File: src/i4dot_pkg.sv
`timescale 1ns / 1ps

package i4dot_pkg;

    localparam int SCALE_FRAC_BITS_DEF = 12;
    localparam int RESULT_FRAC_BITS    = 24;
    localparam int QUEUE_DEPTH_DEF     = 4;

    localparam int BLOCK_ELEMS  = 32;
    localparam int HALF_ELEMS   = BLOCK_ELEMS / 2;
    localparam int NIBBLE_SHIFT = 4;
    localparam logic [3:0] NIBBLE_MASK   = 4'hf;
    localparam logic [3:0] NIBBLE_OFFSET = 4'h8;

    localparam int ACT_W   = 8;
    localparam int WGT_W   = 4;
    localparam int PROD_W  = ACT_W + WGT_W;
    localparam int ISUM_W  = PROD_W + 5;
    localparam int SCALE_W = 16;
    localparam int SPROD_W = 2 * SCALE_W;
    localparam int TERM_W  = ISUM_W + SPROD_W;
    localparam int BIAS_W  = 48;
    localparam int ACC_W   = 64;

    localparam logic signed [ACC_W-1:0] ACC_MAX = {1'b0, {(ACC_W-1){1'b1}}};
    localparam logic signed [ACC_W-1:0] ACC_MIN = {1'b1, {(ACC_W-1){1'b0}}};

    typedef struct packed {
        logic signed [ISUM_W-1:0]  isum;
        logic signed [SPROD_W-1:0] scale_prod;
        logic signed [BIAS_W-1:0]  bias;
        logic                      last;
    } i4dot_job_t;

    typedef struct packed {
        logic signed [ACC_W-1:0] value;
        logic                    hit;
    } i4dot_sat_t;

    function automatic i4dot_sat_t sat_add(input logic signed [ACC_W-1:0] a,
                                           input logic signed [ACC_W-1:0] b);
        logic signed [ACC_W-1:0] s;
        i4dot_sat_t r;
        s = a + b;
        r.value = s;
        r.hit = 1'b0;
        if ((a[ACC_W-1] == b[ACC_W-1]) && (s[ACC_W-1] != a[ACC_W-1]))
        begin
            r.hit = 1'b1;
            r.value = a[ACC_W-1] ? ACC_MIN : ACC_MAX;
        end
        return r;
    endfunction

endpackage

File: src/i4dot_fifo.sv
`timescale 1ns / 1ps

module i4dot_fifo import i4dot_pkg::*;
#(
    parameter int DEPTH = QUEUE_DEPTH_DEF
)
(
    input  logic        clk,
    input  logic        rst_n,
    input  logic        push,
    input  i4dot_job_t  push_data,
    input  logic        pop,
    output i4dot_job_t  head,
    output logic        full,
    output logic        empty
);

    localparam int PTR_W = (DEPTH > 1) ? $clog2(DEPTH) : 1;
    localparam int CNT_W = $clog2(DEPTH + 1);

    i4dot_job_t         queue_reg [DEPTH];
    logic [PTR_W-1:0]   wr_ptr_reg, wr_ptr_next;
    logic [PTR_W-1:0]   rd_ptr_reg, rd_ptr_next;
    logic [CNT_W-1:0]   count_reg, count_next;

    assign full  = (count_reg == CNT_W'(DEPTH));
    assign empty = (count_reg == '0);
    assign head  = queue_reg[rd_ptr_reg];

    always_comb
    begin
        wr_ptr_next = wr_ptr_reg;
        rd_ptr_next = rd_ptr_reg;
        count_next  = count_reg;
        if (push)
            wr_ptr_next = (wr_ptr_reg == PTR_W'(DEPTH - 1)) ? '0 : wr_ptr_reg + 1'b1;
        if (pop)
            rd_ptr_next = (rd_ptr_reg == PTR_W'(DEPTH - 1)) ? '0 : rd_ptr_reg + 1'b1;
        if (push && !pop)
            count_next = count_reg + 1'b1;
        else if (pop && !push)
            count_next = count_reg - 1'b1;
    end

    always_ff @(posedge clk or negedge rst_n)
    begin
        if (!rst_n)
        begin
            wr_ptr_reg <= '0;
            rd_ptr_reg <= '0;
            count_reg  <= '0;
        end
        else
        begin
            wr_ptr_reg <= wr_ptr_next;
            rd_ptr_reg <= rd_ptr_next;
            count_reg  <= count_next;
        end
    end

    always_ff @(posedge clk)
    begin
        if (push)
            queue_reg[wr_ptr_reg] <= push_data;
    end

endmodule

File: config.mk
export PLATFORM = sky130hd
export DESIGN_NAME = i4dot_fifo
export DESIGN_NICKNAME = d
export VERILOG_FILES = /design/src/i4dot_pkg.sv /design/src/i4dot_fifo.sv
export SDC_FILE = /design/constraint.sdc
export NUM_CORES = 1
export LEC_CHECK = 0
export BUFFER_PORTS_ARGS = -buffer_cell sky130_fd_sc_hd__buf_2
export CORE_MARGIN = 2
export CORE_UTILIZATION = 51
export DETAILED_ROUTE_END_ITERATION = 12
export GPL_TIMING_DRIVEN = 0
export PLACE_DENSITY_LB_ADDON = 0.2
export SYNTH_ARGS = -nofsm -noshare
export SYNTH_HDL_FRONTEND = slang
export SYNTH_SLANG_ARGS = --single-unit
File: constraint.sdc
create_clock -name clk -period 3.26 [get_ports clk]
set_input_delay 0.652 -clock clk [delete_from_list [all_inputs] [get_ports clk]]
set_output_delay 0.652 -clock clk [all_outputs]
set_load 0.01 [all_outputs]
======== Yosys cells after proc, flatten, opt, wreduce, memory -nomap -nowiden ========
Memory sizes are Yosys's and may differ from the RTL's.
Cells that the tools add are included.
operators by class
  add/subtract/negate cells ............... 4
  eq/ne operators ......................... 3
  muxes and demuxes ....................... 6
  reductions and logical operators ........ 6
operators by type and width
  cell                   count
  $mux W3                2
  $add A2 B1 Y2 const B  2
  $eq A2 B2 Y1 const B   2
  $mux W2                2
  $add A3 B1 Y3 const B  1
  $eq A3 B3 Y1 const B   1
  $logic_not A3 Y1       1
  $sub A3 B1 Y3 const B  1
  $logic_and A1 B1 Y1    2
  $logic_not A1 Y1       2
  $mux W1                2
  $reduce_bool A2 Y1     1
word-level totals
  flip-flop bits (word level) ............. 7
  bits in writable memories ............... 392
  bits of input ports ..................... 102
  output and inout port bits .............. 100
  word-level logic and storage cells ...... 23
  memories ................................ 1
memory list
  memory     words  bits a word  read ports  clocked after memory_dff  wr ports  line              source
  queue_reg  4      98           1           0                         1         i4dot_fifo.sv:21  i4dot_job_t queue_reg [DEPTH];

======== Logic depth before layout (Yosys ltp) ========
  word-level depth ........................ 4
  depth in mapped cells ................... 7
  gate-level depth less buffers ........... 7

======== Worst setup path before layout ========
Ideal clock, no wire load.
  path kind ............................... input -> register
  start point ............................. in push
  end point ............................... mem queue_reg[2][0] in the netlist's numbering, enable pin
  setup time .............................. 468 ps
  data arrival time ....................... 2916 ps
  setup slack ............................. -124 ps
  cell stages on the path ................. 1
  buffers on the path ..................... 0
  path through ............................ and2_1
between the ends
  word-level cells in the longest chain between the ends .. 2
RTL lines
  element                        line              source
  start, declared                i4dot_fifo.sv:10  input logic push,
  $mux W1                        i4dot_fifo.sv:63  if (push)
  $mux W1 (not written as such)  i4dot_fifo.sv:64  queue_reg[wr_ptr_reg] <= push_data;
  end, declared                  i4dot_fifo.sv:21
Every way passes these cells.

==> results.cfg <==
[logic_synthesis]
syn_area_per_cell_um2 = 26.7
ys_seq_elements = 399
synth-seq-area-share_pct = 81.5
syn_area_um2 = 14700
synthCells = 549
ys_warn_count = 0
ys_types = 20
syn_nets = 658

[critical_path]
r2r-end = queue_reg[2][14]
cp-start-kind = register
path_common_cell = buf_2
cpMaxStageDelayCell = buf_2
worst_setup_path_end_kind = output pin
path_delay_family = buffers and inverters
cp.depth = 5
worstSetupPathType = reg -> out
crit_required_ns = 2.61
worstPathCellList = buf_2 > buf_2 > buf_4 > mux4_2 > buf_2
arrival_ns = 2.24
critPathMaxFanout = 10
critPathMaxStageDelay_ns = 0.35
worst-path-buf-inv = 4
regToRegSetupSlack_ns = 1.20
reg2reg_from = wr_ptr_reg[0]
rr_worst_depth = 4

[grt]
grt_pass1_vias = 7013
grt_pass1_wl_mm = 40.6
grt_antenna_before_repair = 1
grt_max_degree = 60
track_usage_pct = 17.8
grt_overflow_total = 0

[timing]
hold_viol = 0
period_minus_slack_ns = 2.89
rsz0062_at_grt = false
relSlewSlack_pct = 45.9
fmax_mhz = 346
skew_ns = 0.0155
tightest_slew_ns = 0.811
setup_ws_ns = 0.372
finalCritPeriodShare_pct = 88.6
slew_viol_final = 0
setup_viol = 0

[route]
drc = 0
via_count = 6568
drt_pre_antenna_iters = 5
wl_mm = 26.4
drtIter0Drc = 564
postRouteAntennaNets = 0
via_per_inst = 5.44
wl_per_cell_um = 21.8

[final_layout]
drive_gt1_share_pct = 45.9
final_util_pct = 61.3
largest_reg_flops = 392
nets = 905
area_growth_pct = 19.1

[clocking]
cts_root_buf = clkbuf_16
h-tree-depth = 2
clock_path_buffers = 3
clkTransAtPathRegs_ns = 0.06
clk_latency_ns = 0.51
clock-sinks = 399
tritoncts = yes
numCtsBuffers = 39

[floorplan]
die_h_um = 174
fp-row-count = 62
die_x_um = 174
ios = 202
dieArea_um2 = 30100
core_area_um2 = 28500
start_util_pct = 51.5

[power]
p_leak_uw = 0.00598
ir_worst_vdd_mv = 0.561
power.density_nw_per_um2 = 887

[hold_path]
hold_path_startpoint = push_data[1]
hold_class = in -> reg
worstHoldEndpoint = queue_reg[2][1]
hold_depth = 1

[run_status]
outcome = complete, no violations

[placement]
hpwl_mm = 16.0
portBuffers = 201
routabilityCongestion = 0.693
dp_slack_ns = 0.854

[flow_run]
drv_cap = 0
synth_stat cells:
master	number	area share (%)
nor3b_1	1	0.051
mux4_2	98	15
fa_1	1	0.14
dfrtp_1	7	1.2
xnor2_1	1	0.060
buf_8	1	0.10
inv_1	4	0.10
o21ai_0	2	0.068
edfxtp_1	392	80
xor2_1	2	0.12
mux2_2	3	0.23
nor3_1	1	0.034
buf_12	9	1.2
and2_1	4	0.17
buf_2	10	0.34
buf_6	1	0.077
buf_4	1	0.051
nand2_1	2	0.051
ha_1	6	0.51
nor2_1	3	0.077
layer usage:
layer,vias up,global-route usage [%],share of wire (%)
met1,3464,23.6,40
met3,43,3.42,5.6
met4,0,5.97,2.2
met2,196,30.1,52
met5,-,0,0
li1,2865,-,-
cell type report:
cell class	count	area (µm²)
multi-input cells	124	2440
fillers	2009	11000
clock inverters	14	108
clock buffers	53	1070
inverters	4	15.0
diodes	2	5.00
repair buffers	206	1130
well taps	384	480
plain buffers	22	264
flip-flops and latches	399	11900
what timing repair did:
| action | 4_1_cts | 5_1_grt |
|---|---|---|
| resized for setup | 0 | 0 |
| endpoints found under the hold margin | 7 | 0 |
| hold buffers | 1 | 0 |
| buffers inserted | 0 | 0 |
metrics by stage:
stage / hold WS [ns] / TNS, ns / power, µW / instances / instance area, µm²
after global routing: 0.337 / 0 / 16200 / 1207 / 17500
after floorplan: 0.356 / 0 / 9860 / 549 / 14700
after global placement: 0.473 / -26.24 / 11400 / 1134 / 16100
after CTS: 0.329 / 0 / 15700 / 1206 / 17400
after detailed placement: 0.498 / 0 / 11600 / 1138 / 16300
final: 0.351 / 0 / 15500 / 1208 / 17500
worst max-delay path by stage:
stage	from	endpoint	slack (ns)
floorplan	push	queue_reg[3][0]	0.94
global placement	push	queue_reg[1][48]	-0.08
detailed placement	rd_ptr_reg[1]	head[73]	0.85
CTS	rd_ptr_reg[1]	head[73]	0.30
global route	rd_ptr_reg[1]	head[73]	0.24
finish	rd_ptr_reg[1]	head[73]	0.37
where the power goes:
part | internal (µW) | total, µW | switching, µW
logic | 2200 | 4560 | 2360
clock network | 2440 | 4140 | 1700
registers | 6570 | 6770 | 195
total | 11200 | 15500 | 4260
cell families (layout without fill, tap and decap cells):
group	count (synthesis)	in the layout	synth area share, %
AOI/OAI and AO/OA	2	2	0.0683
xor gates and xnor gates	3	3	0.179
adders and majority gates	7	7	0.649
buffers and inverters	26	299	1.90
DFF	399	399	81.5
muxes	101	101	15.3
other	0	2	0
and+or+nand+nor	11	11	0.384
placed cells by master, fill, tap and decap left out, drive strengths merged:
| master | count |
|---|---|
| and2 | 4 |
| buf | 227 |
| bufinv | 2 |
| clkbuf | 53 |
| clkinv | 12 |
| dfrtp | 7 |
| diode | 2 |
| dlygate4sd3 | 1 |
| edfxtp | 392 |
| fa | 1 |
| ha | 6 |
| inv | 4 |
| mux2 | 3 |
| mux4 | 98 |
| nand2 | 2 |
| nor2 | 3 |
| nor3 | 1 |
| nor3b | 1 |
| o21ai | 2 |
| xnor2 | 1 |
| xor2 | 2 |
(Power assumes the default switching activity.)
