### src/i4dot_pkg.sv
`timescale 1ns / 1ps

package i4dot_pkg;

    localparam int SCALE_FRAC_BITS_DEF = 12;
    localparam int RESULT_FRAC_BITS    = 24;
    localparam int QUEUE_DEPTH_DEF     = 4;

    localparam int BLOCK_ELEMS  = 32;
    localparam int HALF_ELEMS   = BLOCK_ELEMS / 2;
    localparam int NIBBLE_SHIFT = 4;
    localparam logic [3:0] NIBBLE_MASK   = 4'hf;
    localparam logic [3:0] NIBBLE_OFFSET = 4'h8;

    localparam int ACT_W   = 8;
    localparam int WGT_W   = 4;
    localparam int PROD_W  = ACT_W + WGT_W;
    localparam int ISUM_W  = PROD_W + 5;
    localparam int SCALE_W = 16;
    localparam int SPROD_W = 2 * SCALE_W;
    localparam int TERM_W  = ISUM_W + SPROD_W;
    localparam int BIAS_W  = 48;
    localparam int ACC_W   = 64;

    localparam logic signed [ACC_W-1:0] ACC_MAX = {1'b0, {(ACC_W-1){1'b1}}};
    localparam logic signed [ACC_W-1:0] ACC_MIN = {1'b1, {(ACC_W-1){1'b0}}};

    typedef struct packed {
        logic signed [ISUM_W-1:0]  isum;
        logic signed [SPROD_W-1:0] scale_prod;
        logic signed [BIAS_W-1:0]  bias;
        logic                      last;
    } i4dot_job_t;

    typedef struct packed {
        logic signed [ACC_W-1:0] value;
        logic                    hit;
    } i4dot_sat_t;

    function automatic i4dot_sat_t sat_add(input logic signed [ACC_W-1:0] a,
                                           input logic signed [ACC_W-1:0] b);
        logic signed [ACC_W-1:0] s;
        i4dot_sat_t r;
        s = a + b;
        r.value = s;
        r.hit = 1'b0;
        if ((a[ACC_W-1] == b[ACC_W-1]) && (s[ACC_W-1] != a[ACC_W-1]))
        begin
            r.hit = 1'b1;
            r.value = a[ACC_W-1] ? ACC_MIN : ACC_MAX;
        end
        return r;
    endfunction

endpackage

### src/i4dot_if.sv


interface i4dot_out_if import i4dot_pkg::*; ();
    logic                    valid;
    logic                    ready;
    logic signed [ACC_W-1:0] result_value;
    logic                    saturated;

    modport source (output valid, result_value, saturated, input ready);
    modport sink (input valid, result_value, saturated, output ready);
endinterface

### src/i4dot_back.sv
`timescale 1ns / 1ps

module i4dot_back import i4dot_pkg::*;
#(
    parameter int SCALE_FRAC_BITS = SCALE_FRAC_BITS_DEF
)
(
    input  logic         clk,
    input  logic         rst_n,
    input  logic         bias_enable,
    input  i4dot_job_t   head,
    input  logic         empty,
    output logic         pop,
    i4dot_out_if.source  out_ch
);

    localparam int PROD_FRAC = 2 * SCALE_FRAC_BITS;
    localparam int LSHIFT    = (PROD_FRAC <= RESULT_FRAC_BITS) ? RESULT_FRAC_BITS - PROD_FRAC : 0;
    localparam int RSHIFT    = (PROD_FRAC <= RESULT_FRAC_BITS) ? 0 : PROD_FRAC - RESULT_FRAC_BITS;

    logic                      advance;

    logic                      p_valid_reg, p_valid_next;
    logic signed [TERM_W-1:0]  p_term_reg, p_term_next;
    logic signed [BIAS_W-1:0]  p_bias_reg;
    logic                      p_last_reg;

    logic signed [ACC_W-1:0]   acc_reg, acc_next;
    logic                      sat_reg, sat_next;

    logic                      f_valid_reg, f_valid_next;
    logic signed [ACC_W-1:0]   f_value_reg, f_value_next;
    logic                      f_sat_reg, f_sat_next;
    logic signed [BIAS_W-1:0]  f_bias_reg;

    logic                      out_valid_reg, out_valid_next;
    logic signed [ACC_W-1:0]   out_value_reg, out_value_next;
    logic                      out_sat_reg, out_sat_next;

    logic signed [ACC_W-1:0]   term_ext;
    logic signed [ACC_W-1:0]   aligned;
    i4dot_sat_t                acc_sum;
    i4dot_sat_t                bias_sum;

    assign advance = !out_valid_reg || out_ch.ready;
    assign pop     = advance && !empty;

    // stage 1: scale the block sum
    always_comb
    begin
        p_valid_next = advance ? pop : p_valid_reg;
        p_term_next  = head.isum * head.scale_prod;
    end

    // stage 2: align and accumulate
    always_comb
    begin
        term_ext = ACC_W'(p_term_reg);
        if (PROD_FRAC <= RESULT_FRAC_BITS)
            aligned = term_ext <<< LSHIFT;
        else
            aligned = term_ext >>> RSHIFT;
        acc_sum = sat_add(acc_reg, aligned);

        acc_next     = acc_reg;
        sat_next     = sat_reg;
        f_valid_next = f_valid_reg;
        f_value_next = acc_sum.value;
        f_sat_next   = sat_reg || acc_sum.hit;
        if (advance)
        begin
            f_valid_next = p_valid_reg && p_last_reg;
            if (p_valid_reg)
            begin
                if (p_last_reg)
                begin
                    acc_next = '0;
                    sat_next = 1'b0;
                end
                else
                begin
                    acc_next = acc_sum.value;
                    sat_next = sat_reg || acc_sum.hit;
                end
            end
        end
    end

    // stage 3: optional bias into the output register
    always_comb
    begin
        bias_sum = sat_add(f_value_reg, ACC_W'(f_bias_reg));
        out_valid_next = out_valid_reg;
        out_value_next = f_value_reg;
        out_sat_next   = f_sat_reg;
        if (bias_enable)
        begin
            out_value_next = bias_sum.value;
            out_sat_next   = f_sat_reg || bias_sum.hit;
        end
        if (advance)
            out_valid_next = f_valid_reg;
    end

    always_ff @(posedge clk or negedge rst_n)
    begin
        if (!rst_n)
        begin
            p_valid_reg   <= 1'b0;
            f_valid_reg   <= 1'b0;
            out_valid_reg <= 1'b0;
            acc_reg       <= '0;
            sat_reg       <= 1'b0;
        end
        else
        begin
            p_valid_reg   <= p_valid_next;
            f_valid_reg   <= f_valid_next;
            out_valid_reg <= out_valid_next;
            acc_reg       <= acc_next;
            sat_reg       <= sat_next;
        end
    end

    always_ff @(posedge clk)
    begin
        if (pop)
        begin
            p_term_reg <= p_term_next;
            p_bias_reg <= head.bias;
            p_last_reg <= head.last;
        end
        if (advance && p_valid_reg && p_last_reg)
        begin
            f_value_reg <= f_value_next;
            f_sat_reg   <= f_sat_next;
            f_bias_reg  <= p_bias_reg;
        end
        if (advance && f_valid_reg)
        begin
            out_value_reg <= out_value_next;
            out_sat_reg   <= out_sat_next;
        end
    end

    assign out_ch.valid        = out_valid_reg;
    assign out_ch.result_value = out_value_reg;
    assign out_ch.saturated    = out_sat_reg;

endmodule

### src/flat_wrapper.sv
// flat-port wrapper written by rule: the top's interface ports become plain ports
module i4dot_back_flat import i4dot_pkg::*;
#(
    parameter int SCALE_FRAC_BITS = SCALE_FRAC_BITS_DEF
)
  (clk, rst_n, bias_enable, head, empty, pop, out_ch_valid, out_ch_result_value, out_ch_saturated, out_ch_ready);
  i4dot_out_if out_ch_i ();
  input  logic clk;
  input  logic rst_n;
  input  logic bias_enable;
  input  i4dot_job_t head;
  input  logic empty;
  output logic pop;
  output wire logic [$bits(out_ch_i.valid)-1:0] out_ch_valid;
  output wire logic [$bits(out_ch_i.result_value)-1:0] out_ch_result_value;
  output wire logic [$bits(out_ch_i.saturated)-1:0] out_ch_saturated;
  input wire logic [$bits(out_ch_i.ready)-1:0] out_ch_ready;
  assign out_ch_valid = out_ch_i.valid;
  assign out_ch_result_value = out_ch_i.result_value;
  assign out_ch_saturated = out_ch_i.saturated;
  assign out_ch_i.ready = out_ch_ready;
  i4dot_back #(.SCALE_FRAC_BITS(SCALE_FRAC_BITS)) u_core (.clk(clk), .rst_n(rst_n), .bias_enable(bias_enable), .head(head), .empty(empty), .pop(pop), .out_ch(out_ch_i));
endmodule
### config.mk
export PLATFORM = sky130hd
export DESIGN_NAME = i4dot_back_flat
export DESIGN_NICKNAME = d
export VERILOG_FILES = /design/src/i4dot_pkg.sv /design/src/i4dot_if.sv /design/src/i4dot_back.sv /design/src/flat_wrapper.sv
export SDC_FILE = /design/constraint.sdc
export NUM_CORES = 2
export LEC_CHECK = 0
export BUFFER_PORTS_ARGS = -buffer_cell sky130_fd_sc_hd__clkbuf_2
export CORE_MARGIN = 4
export CORE_UTILIZATION = 56
export CTS_CLUSTER_DIAMETER = 100
export DETAILED_ROUTE_END_ITERATION = 7
export PLACE_DENSITY = 0.8
export SETUP_SLACK_MARGIN = 0.3
export SLEW_MARGIN = 20
export SYNTH_ARGS = -nofsm -noshare
export SYNTH_HDL_FRONTEND = slang
export SYNTH_SLANG_ARGS = --single-unit
### constraint.sdc
create_clock -name clk -period 13.2 [get_ports clk]
set_input_delay 3.3 -clock clk [delete_from_list [all_inputs] [get_ports clk]]
set_output_delay 3.3 -clock clk [all_outputs]
set_load 0.05 [all_outputs]
### Word-level counts from Yosys, hierarchy flattened

Index checks and enable logic that the tools add are counted.

* register bits: 344
* input bits: 103
* word-level logic and storage cells: 41

* add/subtract/negate cells: 2
* multiply operators: 1
* eq/ne operators: 4
* muxes and demuxes: 8
* reductions and logical operators: 13

Operators with widths (number)
* 2-to-1 mux 64 bit: 4
* 2-to-1 mux 65 bit: 2
* adder 64 x 48 -> 64 bit: 1
* adder 64 x 49 -> 64 bit: 1
* multiplier 17 x 32 -> 49 bit: 1
* logical AND 1 bit: 7
* logical OR 1 bit: 3
* equality test 1 bit: 2
* logical NOT 1 bit: 2
* 2-to-1 mux 1 bit: 2
* != test 1 bit: 2
* AND reduction 2 bit: 1

### Longest topological paths before layout

* depth after elaboration: 6
* mapped depth: 26
* gate-level depth less buffers: 25

### Worst setup path before layout

OpenSTA, ideal clock, no wires.

* kind: input -> output
* from: input out_ch_ready
* to: output pop
* arrival: 8.592 ns
* required time: 9.900 ns
* setup slack: 1.308 ns
* stages: 3
* path buffers: 1
* path through: nand2b_1 > clkbuf_1 > nor2b_1

* word-level cells in the longest chain between the ends: 2

Ends and longest elaborated chain
* from (decl): RTL line flat_wrapper.sv:17 `input wire logic [$bits(out_ch_i.ready)-1:0] out_ch_ready;`
* logical OR 1 bit: RTL line i4dot_back.sv:45 `assign advance = !out_valid_reg || out_ch.ready;`
* logical AND 1 bit: RTL line i4dot_back.sv:46 `assign pop = advance && !empty;`
* to (decl): RTL line flat_wrapper.sv:13 `output logic pop;`

Every way passes these cells.

### Worst setup path in the final report

* from: input head[83] in the netlist's numbering
* to: register u_core.p_term_reg[48], data pin

* word-level cells in the longest chain between the ends: 1

Ends and longest elaborated chain
* from (decl): RTL line flat_wrapper.sv:11 `input i4dot_job_t head;`
* multiplier 17 x 32 -> 49 bit: RTL line i4dot_back.sv:52 `p_term_next = head.isum * head.scale_prod;`
* named net u_core.p_term_next[48]: RTL line i4dot_back.sv:24 `logic signed [TERM_W-1:0] p_term_reg, p_term_next;`
* to (signal assigned): RTL line i4dot_back.sv:129 `p_term_reg <= p_term_next;`
* to (decl): RTL line i4dot_back.sv:24

The timed path passes the listed nets, and every way through them passes these cells.
A chain may end at the register's enable or synchronous reset.

==> qor.yml <==
setup_path:
  startpoint_type: "input port"
  critical_path_class: "input port to flip-flop"
  r2r_end: "u_core.out_ch.result_value[32]"
  path_max_fanout: 32
  cp.arrival_ns: 10.29
  critical-path-slowest-cell: "clkbuf_2"
  worstSetupEndpointType: "flip-flop"
  cpMostUsedCell: "fa_1"
  required_ns: 13.52
  crit_chain: "clkbuf_2 > nand2_1 > fa_1 > fa_1 > fa_1 > inv_1 > fa_1 > fa_1 > inv_1 > fa_1 > inv_1 > ha_1 > nand4_1 > nor3_1 > o2111a_1 > a211o_1 > o21ai_1 > a21oi_1 > a21oi_1 > a211oi_2 > a31oi_1 > o41ai_1 > xnor2_1"
  max_stage_delay_ns: 0.72
  timing.rr.start: "u_core.f_bias_reg[47]"
  reg2reg_depth: 13
  timing.reg2reg.setup_slack_ns: 8.67
sta:
  timing.fmax_mhz: 100
  setup_slack_ns: 3.23
  rsz0062_at_grt: "false"
  slew_violations: 0
  fin_skew_ns: 0.0172
  worst_pin_slew_ns: 0.973
  min_period_ns: 9.97
  period_share_pct: 75.5
  setup-tns-final_ns: 0
  setup_viol: 0
  max_slew_margin_pct: 35.1
  hold_viol: 0
yosys:
  async_flop_share_pct: 19.8
  synth_top_area_share_pct: 27.4
  yosysWarnings: 0
  synthTopCellsByArea: "fa_1 (27%), edfxtp_1 (22%), ha_1 (7.9%), inv_1 (6.0%), dfrtp_1 (4.4%)"
  yosys.area.top_type: "fa_1"
  netlist_instances: 4006
  synth_cell_type_count: 80
  syn_area_per_cell_um2: 9.55
  synth_edf_count: 276
  netlist_area_um2: 38200
  synth_ff_type: "edfxtp_1"
  seq_area_frac_synth_pct: 26.1
  synth_nets: 4873
  ys_ff_latch: 344
clock_tree:
  clock_sinks: 344
  root_buffer: "clkbuf_16"
  cts-htree-levels: 1
  hold_buffers: 0
  cts_max_path_buffers: 3
  clock_latency_ns: 0.59
  cts_setup_buffers: 0
  ctsResizeCount: 0
  cts_tree: "done"
  path_clk_slew_ns: 0.07
  cts_buffers: 30
layout:
  areaGrowthSynthToFinish_pct: 6.28
  final_common_cell: "inv_1"
  num_antenna_cells: 0
  final.fill_count: 5599
  final_layout_size_suffix_gt1_share_pct: 6.65
  design_area_um2: 40600
  finalNonFillerCells: 4946
  final_cell_mix: "inv_1 (607), fa_1 (523), nand2_1 (431)"
  final_nets: 4917
floorplanning:
  ios: 170
  die_area_um2: 72500
  coreArea_um2: 67400
  initial_core_util_pct: 56.7
  die_h_um: 269
  fp-row-count: 95
  die_w_um: 269
route:
  route.detailed.drc: 0
  met2_length_um: 43200
  drtIter0Drc: 2313
  top_layer: "met4"
  antenna_left: 0
  post_drt_wl_per_cell_um: 19.0
  vias_per_cell: 5.77
  dr.pass1.iters: 6
  met1_length_um: 39800
  vias: 28519
  route.met3.wl_um: 8920
  routed_wl_um: 94200
grt:
  grt_pass1_wl_um: 154000
  antenna_found_initial: 0
  globalRouteOverflowTotal: 0
  grt_max_degree: 73
  gr-usage-all-layers_pct: 25.9
  grt_pass1_vias: 29307
placed_design:
  post_dp_cell_area_um2: 39600
  place.gp.congestion: 0.950
  dp.cells: 4891
  hpwl_um: 73300
  dp_slack_ns: 2.75
  io_buffers: 169
job:
  drv_cap: 0
worst_hold_path:
  min_from: "u_core.p_bias_reg[37]"
  min_path_type: "flip-flop to flip-flop"
  holdPathEnd: "u_core.f_bias_reg[37]"
  hold_depth: 0
outcome:
  status: "finished clean"
-- synthesized netlist by cell type (11+ instances only) --
library cell	count
o21bai_1	29
inv_1	608
clkbuf_1	143
o211ai_1	16
nand4_1	34
dfrtp_1	68
and3_1	22
buf_2	22
nor2_1	318
nand2_1	432
nor3_1	32
edfxtp_1	276
o21a_1	27
nand3_1	26
a21o_1	107
o21ai_1	11
xor2_1	53
ha_1	241
a31oi_1	24
nor2b_1	22
fa_1	523
a211oi_1	20
a21boi_0	11
and2_1	246
nand2b_1	20
o21ai_0	155
xnor2_1	107
a21oi_1	259
-- worst max path at each step --
stage / from / endpoint
after detailed placement: head[83] / u_core.p_term_reg[48]
after global routing: head[83] / u_core.p_term_reg[48]
after global placement: head[83] / u_core.p_term_reg[47]
final: head[83] / u_core.p_term_reg[48]
after CTS: head[83] / u_core.p_term_reg[48]
after floorplan: out_ch_ready / pop
-- kinds of logic after synthesis --
logic type      share of synthesized area (%)
compound gates                           12.4
xor+xnor                                 3.66
fa+ha+maj                                35.3
buf+inv                                  7.76
flops                                    26.1
mux                                    0.0262
simple gates                             14.7
-- area by class of cell --
class	count	area (µm²)	area share, %
multi-input cells	2883	25300	62.3
flip-flops and latches	344	9990	24.6
inverters	608	2280	5.62
well taps	873	1090	2.69
repair buffers	183	951	2.34
clock buffers	32	779	1.92
clock inverters	23	224	0.551
-- per-stage QoR --
stage | hold WS [ns] | util, %
global route | 0.422 | 60.3
detailed placement | 0.405 | 58.8
global placement | 0.401 | 58.8
CTS | 0.417 | 60.3
finish | 0.416 | 60.3
floorplan | 0.400 | -
-- metal layers --
layer	up-vias	track usage, %
met4	0	6.46
met3	159	5.59
met5	-	0
met1	13941	36.2
met2	1282	41.8
li1	13137	-
-- critical path: cells and delay by family --
| family | cells | cell delay [ns] |
|---|---|---|
| fa+ha+maj | 7 | 3.44 |
| compound gates | 8 | 1.85 |
| simple gates | 3 | 0.71 |
| buf+inv | 4 | 0.87 |
| xor+xnor | 1 | 0.12 |
Power is left out: the tool's default activity adds up to more than one toggle a clock period on the data nets, which glitch-free logic cannot reach.
